**src/sv/kbt_pkg.sv**
```systemverilog
// ----------------------------------------------------------------------------
// kbt_pkg
// Shared sizes, codes, controller/datapath handshake structs and helpers
// for the keyed binding table.
// ----------------------------------------------------------------------------
package kbt_pkg;

	localparam int ENTRIES     = 16;
	localparam int KEY_WIDTH   = 32;
	localparam int MAX_RESULTS = 16;

	localparam int IDX_W = (ENTRIES > 1) ? $clog2(ENTRIES) : 1;
	localparam int CNT_W = $clog2(ENTRIES + 1);

	typedef logic [KEY_WIDTH-1:0] key_t;
	typedef logic [IDX_W-1:0]     idx_t;
	typedef logic [CNT_W-1:0]     cnt_t;

	typedef enum logic [2:0] {
		CMD_BIND   = 3'd0,
		CMD_UNBIND = 3'd1,
		CMD_LOOKUP = 3'd2,
		CMD_TOUCH  = 3'd3,
		CMD_EXPIRE = 3'd4,
		CMD_COUNT  = 3'd5,
		CMD_LIST   = 3'd6
	} cmd_t;

	typedef enum logic [1:0] {
		ST_OK        = 2'd0,
		ST_DUP       = 2'd1,
		ST_NOT_FOUND = 2'd2,
		ST_FULL      = 2'd3
	} status_t;

	// controller -> datapath
	typedef struct packed {
		logic start;    // latch command word, clear scan state
		logic scan;     // examine one slot, advance index
		logic act;      // apply update, load single result or arm list
		logic emit;     // load listed entry at current index
		logic advance;  // step list index
	} dp_cmd_t;

	// datapath -> controller
	typedef struct packed {
		logic scan_end;  // index on the last slot
		logic list_go;   // list with at least one entry
		logic slot_hit;  // slot at index is active
		logic more;      // loaded result is not the final one
	} dp_stat_t;

	// input key (32b) into stored key width
	function automatic key_t to_key(input logic [31:0] k);
		logic [63:0] w;
		w = {32'b0, k};
		return w[KEY_WIDTH-1:0];
	endfunction

	// stored key back onto a 32b output field
	function automatic logic [31:0] from_key(input key_t k);
		logic [63:0] w;
		w = 64'(k);
		return w[31:0];
	endfunction

	// counts saturate at 31 on the 5b result field
	function automatic logic [4:0] sat5(input cnt_t c);
		logic [7:0] w;
		w = 8'(c);
		return (w > 8'd31) ? 5'd31 : w[4:0];
	endfunction

endpackage

```
**src/sv/kbt_ctrl.sv**
```systemverilog
// ----------------------------------------------------------------------------
// kbt_ctrl
// Command sequencer: accept, slot scan, update, result handoff and the
// per-entry loop of a list.
// ----------------------------------------------------------------------------
module kbt_ctrl
	import kbt_pkg::*;
(
	input  logic     clk,
	input  logic     arst_n,
	input  logic     in_valid,
	output logic     in_ready,
	output logic     out_valid,
	input  logic     out_ready,
	output dp_cmd_t  dcmd,
	input  dp_stat_t dstat
);

	typedef enum logic [2:0] {
		S_IDLE,
		S_SCAN,
		S_ACT,
		S_SEEK,
		S_RESP
	} state_t;

	state_t state_q;
	logic   out_valid_q;

	assign in_ready  = (state_q == S_IDLE);
	assign out_valid = out_valid_q;

	// command decode
	always_comb begin
		dcmd         = '0;
		dcmd.start   = (state_q == S_IDLE) && in_valid;
		dcmd.scan    = (state_q == S_SCAN);
		dcmd.act     = (state_q == S_ACT);
		dcmd.emit    = (state_q == S_SEEK) && dstat.slot_hit;
		dcmd.advance = ((state_q == S_SEEK) && !dstat.slot_hit) ||
			((state_q == S_RESP) && out_ready && dstat.more);
	end

	// state and result valid
	always_ff @(posedge clk or negedge arst_n) begin
		if (!arst_n) begin
			state_q     <= S_IDLE;
			out_valid_q <= 1'b0;
		end else begin
			case (state_q)
				S_IDLE: begin
					if (in_valid)
						state_q <= S_SCAN;
				end
				S_SCAN: begin
					if (dstat.scan_end)
						state_q <= S_ACT;
				end
				S_ACT: begin
					if (dstat.list_go) begin
						state_q <= S_SEEK;
					end else begin
						state_q     <= S_RESP;
						out_valid_q <= 1'b1;
					end
				end
				S_SEEK: begin
					if (dstat.slot_hit) begin
						state_q     <= S_RESP;
						out_valid_q <= 1'b1;
					end
				end
				S_RESP: begin
					if (out_ready) begin
						out_valid_q <= 1'b0;
						state_q     <= dstat.more ? S_SEEK : S_IDLE;
					end
				end
				default: begin
					state_q     <= S_IDLE;
					out_valid_q <= 1'b0;
				end
			endcase
		end
	end

endmodule

```
**src/sv/kbt_dp.sv**
```systemverilog
// ----------------------------------------------------------------------------
// kbt_dp
// Slot storage, one-slot-per-cycle scan unit (match, free slot, counts,
// expiry) and the result word register.
// ----------------------------------------------------------------------------
module kbt_dp
	import kbt_pkg::*;
(
	input  logic        clk,
	input  logic        arst_n,
	input  dp_cmd_t     dcmd,
	output dp_stat_t    dstat,
	input  logic [2:0]  cmd,
	input  logic [31:0] channel_key,
	input  logic [31:0] thread_key,
	input  logic [63:0] bind_agent,
	input  logic [31:0] idle_timeout,
	input  logic [31:0] now,
	output logic [1:0]  status,
	output logic [63:0] out_agent,
	output logic [4:0]  result_count,
	output logic [31:0] out_channel,
	output logic [31:0] out_thread,
	output logic [31:0] out_created,
	output logic [31:0] out_active_time,
	output logic [31:0] out_timeout,
	output logic        entry_present,
	output logic        last
);

	// slot storage
	logic [ENTRIES-1:0] valid_q;
	key_t               chan_mem [ENTRIES];
	key_t               thr_mem  [ENTRIES];
	logic [63:0]        agent_mem[ENTRIES];
	logic [31:0]        crt_mem  [ENTRIES];
	logic [31:0]        la_mem   [ENTRIES];
	logic [31:0]        tmo_mem  [ENTRIES];

	// latched command word
	cmd_t        cmd_q;
	key_t        ch_q;
	key_t        th_q;
	logic [63:0] agent_q;
	logic [31:0] tmo_q;
	logic [31:0] now_q;

	// scan state
	idx_t        idx_q;
	cnt_t        cnt_q;
	logic        found_q;
	idx_t        hit_idx_q;
	logic [63:0] hit_agent_q;
	logic        free_found_q;
	idx_t        free_idx_q;
	cnt_t        n_q;
	cnt_t        k_q;

	// result word
	status_t     status_q;
	logic [63:0] out_agent_q;
	logic [4:0]  count_q;
	logic [31:0] out_ch_q;
	logic [31:0] out_th_q;
	logic [31:0] out_crt_q;
	logic [31:0] out_la_q;
	logic [31:0] out_tmo_q;
	logic        present_q;
	logic        last_q;

	// per-slot evaluation at the scan index
	logic        cur_valid;
	logic        cur_match;
	logic [31:0] cur_idle;
	logic        cur_expire;
	logic        cur_count;

	always_comb begin
		cur_valid  = valid_q[idx_q];
		cur_match  = cur_valid && (chan_mem[idx_q] == ch_q) && (thr_mem[idx_q] == th_q);
		cur_idle   = (now_q >= la_mem[idx_q]) ? (now_q - la_mem[idx_q]) : 32'd0;
		cur_expire = (cmd_q == CMD_EXPIRE) && cur_valid && (tmo_mem[idx_q] != 32'd0) &&
			(cur_idle >= tmo_mem[idx_q]);
		cur_count  = (cmd_q == CMD_EXPIRE) ? cur_expire : cur_valid;
	end

	// update strobes
	logic bind_wr, touch_wr, unbind_clr, list_go;

	assign bind_wr    = dcmd.act && (cmd_q == CMD_BIND) && !found_q && free_found_q;
	assign touch_wr   = dcmd.act && (cmd_q == CMD_TOUCH) && found_q;
	assign unbind_clr = dcmd.act && (cmd_q == CMD_UNBIND) && found_q;
	assign list_go    = (cmd_q == CMD_LIST) && (cnt_q != '0);

	// single-word result of a non-list command
	status_t res_status;

	always_comb begin
		case (cmd_q)
			CMD_BIND: begin
				if (found_q)
					res_status = ST_DUP;
				else if (!free_found_q)
					res_status = ST_FULL;
				else
					res_status = ST_OK;
			end
			CMD_UNBIND, CMD_LOOKUP, CMD_TOUCH:
				res_status = found_q ? ST_OK : ST_NOT_FOUND;
			CMD_EXPIRE, CMD_COUNT, CMD_LIST:
				res_status = ST_OK;
			default:
				res_status = ST_NOT_FOUND;
		endcase
	end

	// valid bits: reset clear, set on bind, cleared by unbind and expiry
	always_ff @(posedge clk or negedge arst_n) begin
		if (!arst_n) begin
			valid_q <= '0;
		end else begin
			if (dcmd.scan && cur_expire)
				valid_q[idx_q] <= 1'b0;
			if (bind_wr)
				valid_q[free_idx_q] <= 1'b1;
			if (unbind_clr)
				valid_q[hit_idx_q] <= 1'b0;
		end
	end

	// entry fields: bind writes the whole entry, touch writes last-active
	always_ff @(posedge clk) begin
		if (bind_wr) begin
			chan_mem[free_idx_q]  <= ch_q;
			thr_mem[free_idx_q]   <= th_q;
			agent_mem[free_idx_q] <= agent_q;
			crt_mem[free_idx_q]   <= now_q;
			tmo_mem[free_idx_q]   <= tmo_q;
		end
		if (bind_wr)
			la_mem[free_idx_q] <= now_q;
		else if (touch_wr)
			la_mem[hit_idx_q] <= now_q;
	end

	// command word latch
	always_ff @(posedge clk) begin
		if (dcmd.start) begin
			cmd_q   <= cmd_t'(cmd);
			ch_q    <= to_key(channel_key);
			th_q    <= to_key(thread_key);
			agent_q <= bind_agent;
			tmo_q   <= idle_timeout;
			now_q   <= now;
		end
	end

	// scan index, match / free tracking, counters
	always_ff @(posedge clk or negedge arst_n) begin
		if (!arst_n) begin
			idx_q        <= '0;
			cnt_q        <= '0;
			found_q      <= 1'b0;
			free_found_q <= 1'b0;
			k_q          <= '0;
			n_q          <= '0;
		end else begin
			if (dcmd.start) begin
				idx_q        <= '0;
				cnt_q        <= '0;
				found_q      <= 1'b0;
				free_found_q <= 1'b0;
			end else if (dcmd.scan) begin
				idx_q <= idx_q + 1'b1;
				if (cur_count)
					cnt_q <= cnt_q + 1'b1;
				if (cur_match && !found_q)
					found_q <= 1'b1;
				if (!cur_valid && !free_found_q)
					free_found_q <= 1'b1;
			end else if (dcmd.act) begin
				// list restarts from slot 0
				idx_q <= '0;
				k_q   <= '0;
				n_q   <= (8'(cnt_q) > 8'(MAX_RESULTS)) ? CNT_W'(MAX_RESULTS) : cnt_q;
			end else if (dcmd.emit) begin
				k_q <= k_q + 1'b1;
			end else if (dcmd.advance) begin
				idx_q <= idx_q + 1'b1;
			end
		end
	end

	// captured slot of first match and first free slot
	always_ff @(posedge clk) begin
		if (dcmd.scan && cur_match && !found_q) begin
			hit_idx_q   <= idx_q;
			hit_agent_q <= agent_mem[idx_q];
		end
		if (dcmd.scan && !cur_valid && !free_found_q)
			free_idx_q <= idx_q;
	end

	// result word register
	always_ff @(posedge clk) begin
		if (dcmd.act) begin
			status_q    <= res_status;
			out_agent_q <= ((cmd_q == CMD_LOOKUP) && found_q) ? hit_agent_q : 64'd0;
			count_q     <= ((cmd_q == CMD_EXPIRE) || (cmd_q == CMD_COUNT)) ?
				sat5(cnt_q) : 5'd0;
			out_ch_q    <= 32'd0;
			out_th_q    <= 32'd0;
			out_crt_q   <= 32'd0;
			out_la_q    <= 32'd0;
			out_tmo_q   <= 32'd0;
			present_q   <= 1'b0;
			last_q      <= 1'b1;
		end else if (dcmd.emit) begin
			status_q    <= ST_OK;
			out_agent_q <= agent_mem[idx_q];
			count_q     <= sat5(n_q);
			out_ch_q    <= from_key(chan_mem[idx_q]);
			out_th_q    <= from_key(thr_mem[idx_q]);
			out_crt_q   <= crt_mem[idx_q];
			out_la_q    <= la_mem[idx_q];
			out_tmo_q   <= tmo_mem[idx_q];
			present_q   <= 1'b1;
			last_q      <= (({1'b0, k_q} + 1'b1) == {1'b0, n_q});
		end
	end

	assign dstat.scan_end = (idx_q == IDX_W'(ENTRIES - 1));
	assign dstat.list_go  = list_go;
	assign dstat.slot_hit = cur_valid;
	assign dstat.more     = !last_q;

	assign status          = status_q;
	assign out_agent       = out_agent_q;
	assign result_count    = count_q;
	assign out_channel     = out_ch_q;
	assign out_thread      = out_th_q;
	assign out_created     = out_crt_q;
	assign out_active_time = out_la_q;
	assign out_timeout     = out_tmo_q;
	assign entry_present   = present_q;
	assign last            = last_q;

endmodule

```
**src/sv/keyed_binding_table_with_idle_expiry_core.sv**
```systemverilog
// ----------------------------------------------------------------------------
// keyed_binding_table_with_idle_expiry_core
// Table of (channel, thread) -> agent bindings with per-entry idle expiry.
//
//   channel  dir  handshake             word
//   -------  ---  --------------------  -------------------------------------
//   in       in   in_valid / in_ready   cmd, keys, bind_agent, idle_timeout, now
//   out      out  out_valid / out_ready status, agent, count, entry fields,
//                                       entry_present, last
//
// Every command scans all ENTRIES slots, one per cycle, through a single
// compare/subtract unit. List then walks the slots again from slot 0,
// stepping over empty slots and loading one output word per active slot.
// Reset clears all valid bits at once; no clearing pass.
// A stalled output word holds the sequencer; no new command is taken until
// the final word of the current one is accepted.
// ----------------------------------------------------------------------------
module keyed_binding_table_with_idle_expiry_core
	import kbt_pkg::*;
(
	input  logic        clk,
	input  logic        arst_n,
	input  logic        in_valid,
	output logic        in_ready,
	input  logic [2:0]  cmd,
	input  logic [31:0] channel_key,
	input  logic [31:0] thread_key,
	input  logic [63:0] bind_agent,
	input  logic [31:0] idle_timeout,
	input  logic [31:0] now,
	output logic        out_valid,
	input  logic        out_ready,
	output logic [1:0]  status,
	output logic [63:0] out_agent,
	output logic [4:0]  result_count,
	output logic [31:0] out_channel,
	output logic [31:0] out_thread,
	output logic [31:0] out_created,
	output logic [31:0] out_active_time,
	output logic [31:0] out_timeout,
	output logic        entry_present,
	output logic        last
);

	dp_cmd_t  dcmd;
	dp_stat_t dstat;

	// sequencer
	kbt_ctrl u_ctrl (
		.clk       (clk),
		.arst_n    (arst_n),
		.in_valid  (in_valid),
		.in_ready  (in_ready),
		.out_valid (out_valid),
		.out_ready (out_ready),
		.dcmd      (dcmd),
		.dstat     (dstat)
	);

	// storage, scan unit and result register
	kbt_dp u_dp (
		.clk             (clk),
		.arst_n          (arst_n),
		.dcmd            (dcmd),
		.dstat           (dstat),
		.cmd             (cmd),
		.channel_key     (channel_key),
		.thread_key      (thread_key),
		.bind_agent      (bind_agent),
		.idle_timeout    (idle_timeout),
		.now             (now),
		.status          (status),
		.out_agent       (out_agent),
		.result_count    (result_count),
		.out_channel     (out_channel),
		.out_thread      (out_thread),
		.out_created     (out_created),
		.out_active_time (out_active_time),
		.out_timeout     (out_timeout),
		.entry_present   (entry_present),
		.last            (last)
	);

endmodule

```
**config.mk**
```make
export PLATFORM = sky130hd
export DESIGN_NAME = keyed_binding_table_with_idle_expiry_core
export DESIGN_NICKNAME = d
export VERILOG_FILES = /design/src/sv/kbt_pkg.sv /design/src/sv/kbt_ctrl.sv /design/src/sv/kbt_dp.sv /design/src/sv/keyed_binding_table_with_idle_expiry_core.sv
export SDC_FILE = /design/constraint.sdc
export NUM_CORES = 2
export LEC_CHECK = 0
export BUFFER_PORTS_ARGS = -buffer_cell sky130_fd_sc_hd__buf_2
export CAP_MARGIN = 20
export CORE_ASPECT_RATIO = 0.7
export CORE_MARGIN = 5
export CORE_UTILIZATION = 35
export CTS_CLUSTER_DIAMETER = 50
export DETAILED_ROUTE_END_ITERATION = 16
export PLACE_DENSITY = 0.55
export SLEW_MARGIN = 30
export SYNTH_ARGS = -nofsm -noshare
export SYNTH_HDL_FRONTEND = slang
export SYNTH_HIERARCHICAL = 1
export SYNTH_SLANG_ARGS = --single-unit
```
**constraint.sdc**
```tcl
create_clock -name clk -period 22 [get_ports clk]
set_input_delay 2.2 -clock clk [delete_from_list [all_inputs] [get_ports clk]]
set_output_delay 2.2 -clock clk [all_outputs]
set_load 0.005 [all_outputs]
```
==> flow_summary.yaml <==
synthesis:
  avgSynthCellArea_um2: 21.02
  synth_edf_count: 3922
  ys_types: 75
  yosysWarnings: 6
  synth_top_area_cell: "edfxtp_1"
  ys_ff_latch: 4125
  syn_area_um2: 158200
  synth_area_leaders: "edfxtp_1 (74%), mux4_2 (14%), dfxtp_1 (2.0%)"
  synth_nets: 7799
  synth_top_area_share_pct: 74.44
  seq_area_frac_synth_pct: 77.14
  syn_inst: 7528
  async_flop_share_pct: 0.9939
  ys.flop_type: "edfxtp_1"
timing:
  rsz0062_at_grt: "false"
  tightest_slew_ps: 1057
  slew_headroom_pct: 29.53
  slew_violations: 0
  setup_violations: 0
  finalCritPeriodShare_pct: 45.76
  holdWs_ps: 473.1
  clock.fmax_mhz: 99.34
  fin_tns_setup_ps: 0
  period_minus_slack_ps: 10070
  hold_viol_final: 0
  fin_skew_ps: 79.09
setup_path:
  critPathRequiredTime_ps: 22910
  crit_type: "flop to flop"
  arrival_ps: 10970
  path_max_fanout: 80
  critPathCaptureType: "flop"
  cp-start-kind: "flop"
worst_hold_path:
  hp-class: "flop to flop"
die:
  die_area_um2: 465800
  initial_utilization_pct: 35.16
  dieWidth_um: 813.6
  fp-row-count: 206
  die_h_um: 572.5
  coreArea_um2: 450000
  io_pins: 434
final_layout:
  areaGrowthSynthToFinish_pct: 15.02
  layout.nets: 8497
  layout_commonest_cell: "edfxtp_1"
  layout.filler_cells: 39640
  drive_above_1_share_pct: 26.96
  final_cell_mix: "edfxtp_1 (3922), mux4_2 (976), buf_2 (434), clkbuf_16 (415), nand2_1 (308)"
power:
  combinationalPowerShare_pct: 27.3
  p_int_w: 0.01551
  powerDensity_nw_per_um2: 124.1
  switchingPower_w: 0.007071
  p_sw_share_pct: 31.31
  vdd_drop_max_mv: 0.09098
  p_seq_share_pct: 42.2
  clkPwrFrac_pct: 30.5
  p_leak_nw: 58.34
clock_network:
  cts_sinks: 4125
  cts_made_buffers: 411
  htree_num_levels: 5
  cts_resized: 0
  clock-root-buffer: "clkbuf_16"
  clk_latency_ps: 1000
  hold_buffers: 0
  cts_setup_buffers: 0
  cts_buffer_depth: 4
  clk_pin_slew_ps: 60
  cts_tree: "yes"
drt:
  vias_per_cell: 5.439
  drt-wirelength-per-cell_um: 30.83
  antenna_left: 0
  drt_first_iter_violations: 9156
  route.detailed.drc: 0
  num_vias: 79530
  routed_wl_um: 450800
  dr.pass1.iters: 5
outcome:
  status: "finished clean"
placement:
  gp_congestion: 0.8574
  dpl.hpwl_um: 251700
  port_buffers: 433
grt:
  grt_max_degree: 125
  grt_antenna_before_repair: 43
  grt_pass1_vias: 80140
  grt_pass1_wl_um: 629800
  track_usage_pct: 18.94
  overflow: 0
flow_run:
  maxCapViolCount: 0
[flip-flops by register name, summed over array words and instances (netlist names), 64 cells and up]
| register | count |
|---|---|
| u_dp/thr_mem | 512 |
| u_dp/agent_mem | 1024 |
| u_dp/chan_mem | 512 |
| u_dp/out_agent | 64 |
| u_dp/agent_q | 64 |
| u_dp/crt_mem | 512 |
| u_dp/tmo_mem | 512 |
| u_dp/la_mem | 512 |
| u_dp/hit_agent_q | 64 |
[cell usage after synthesis (27+ instances only)]
| library cell | number |
|---|---|
| edfxtp_1 | 3922 |
| o22ai_1 | 28 |
| ha_1 | 71 |
| nor3_1 | 32 |
| a211oi_1 | 27 |
| a31oi_1 | 31 |
| nand2b_1 | 27 |
| a21oi_1 | 171 |
| inv_1 | 185 |
| clkbuf_1 | 164 |
| xor2_1 | 31 |
| nand2_1 | 309 |
| dfxtp_1 | 162 |
| o21ai_0 | 124 |
| dfrtp_1 | 41 |
| buf_2 | 126 |
| xnor2_1 | 41 |
| buf_1 | 57 |
| nor2_1 | 329 |
| mux4_2 | 976 |
| mux2i_1 | 253 |
| a22oi_1 | 110 |
[worst paths after layout]
check / start / endpoint / slack, ps / cells after the start
worst max-delay path: u_dp/idx_q[1]$_DFFE_PN0P_ / u_dp/valid_q[8]$_DFF_PN0_ / 11930 / 27
worst min-delay path: u_dp/entry_present$_SDFFE_PP0P_ / u_dp/entry_present$_SDFFE_PP0P_ / 470 / 2
worst max register to register: u_dp/idx_q[1]$_DFFE_PN0P_ / u_dp/valid_q[8]$_DFF_PN0_ / 11930 / 27
worst min register to register: u_dp/entry_present$_SDFFE_PP0P_ / u_dp/entry_present$_SDFFE_PP0P_ / 470 / 2
max in group asynchronous: arst_n / u_dp/idx_q[1]$_DFFE_PN0P_ / 20090 / 2
min in group asynchronous: arst_n / u_dp/cnt_q[3]$_DFFE_PN0P_ / 1320 / 2
[layout make-up]
| type | instances | area (um2) | share of cell area [%] |
|---|---|---|---|
| multi-input combinational | 2842 | 34120 | 18.75 |
| timing repair buffer | 658 | 4328 | 2.378 |
| sequential | 4125 | 122100 | 67.08 |
| clock buffer | 515 | 10870 | 5.974 |
| inverter | 188 | 718.2 | 0.3947 |
| antenna | 14 | 35.03 | 0.01925 |
| clock inverter | 250 | 2293 | 1.260 |
| tap | 6032 | 7547 | 4.148 |
[metrics by stage]
stage	util [%]	total power [W]	setup slack, ps	area, um2	cells
after CTS	40.40	0.02283	11800	181800	14600
final	40.43	0.02258	11930	182000	14620
after global routing	40.43	0.02358	11420	181900	14620
after global placement	37.41	0.01587	11870	168400	13830
after detailed placement	37.47	0.01592	11830	168600	13840
after floorplan	-	0.01368	5723	158200	7528
[power by group through the flow]
stage / Sequential [W] / Combinational [W] / Clock [W]
after floorplan: 0.00956 / 0.00412 / 0
after global placement: 0.00969 / 0.00617 / 0
after detailed placement: 0.00972 / 0.00621 / 0
after CTS: 0.00955 / 0.00623 / 0.00705
after global routing: 0.00958 / 0.00661 / 0.00739
final: 0.00954 / 0.00616 / 0.00688
[worst max-delay path: stages (launching register included)]
cell       delay, ps
dfrtp_4          950
buf_12           450
buf_4            660
buf_4            720
mux4_2           420
mux4_2           490
ha_1             220
inv_1             70
fa_1             200
a21o_1           140
a21o_1           160
a21oi_1           90
o31a_1           360
o21bai_1         380
a211oi_1         200
o21ai_0          430
nand2_2          460
nor3_1           300
ha_1             290
a21oi_1          180
o21ai_0          150
a2111oi_0        520
a21oi_1          170
o41ai_2          870
a311oi_1         260
buf_4            250
and2_1           200
a31oi_1          200
[kinds of logic (layout without fill, tap and decap cells)]
kind of cell             count (synthesis)  in the layout  share of synthesized area (%)
AND/OR/NAND/NOR                        838            838                          2.288
multiplexers                          1243           1243                          15.59
adder cells (fa/ha/maj)                 72             72                         0.5742
other                                    0             14                              0
XOR/XNOR                                72             72                         0.3986
AO/OA/AOI/OAI                          617            617                          2.501
buffers and inverters                  561           1611                          1.504
flip-flops                            4125           4125                          77.14
[layer usage]
| metal | vias to the layer above | GRT usage, % | part of all wire, % |
|---|---|---|---|
| li1 | 32430 | - | - |
| met3 | 638 | 3.243 | 7.1 |
| met5 | - | 0 | 0.0091 |
| met2 | 3184 | 30.01 | 47 |
| met1 | 43280 | 27.32 | 43 |
| met4 | 6 | 4.741 | 2.6 |
(Power assumes the default switching activity.)
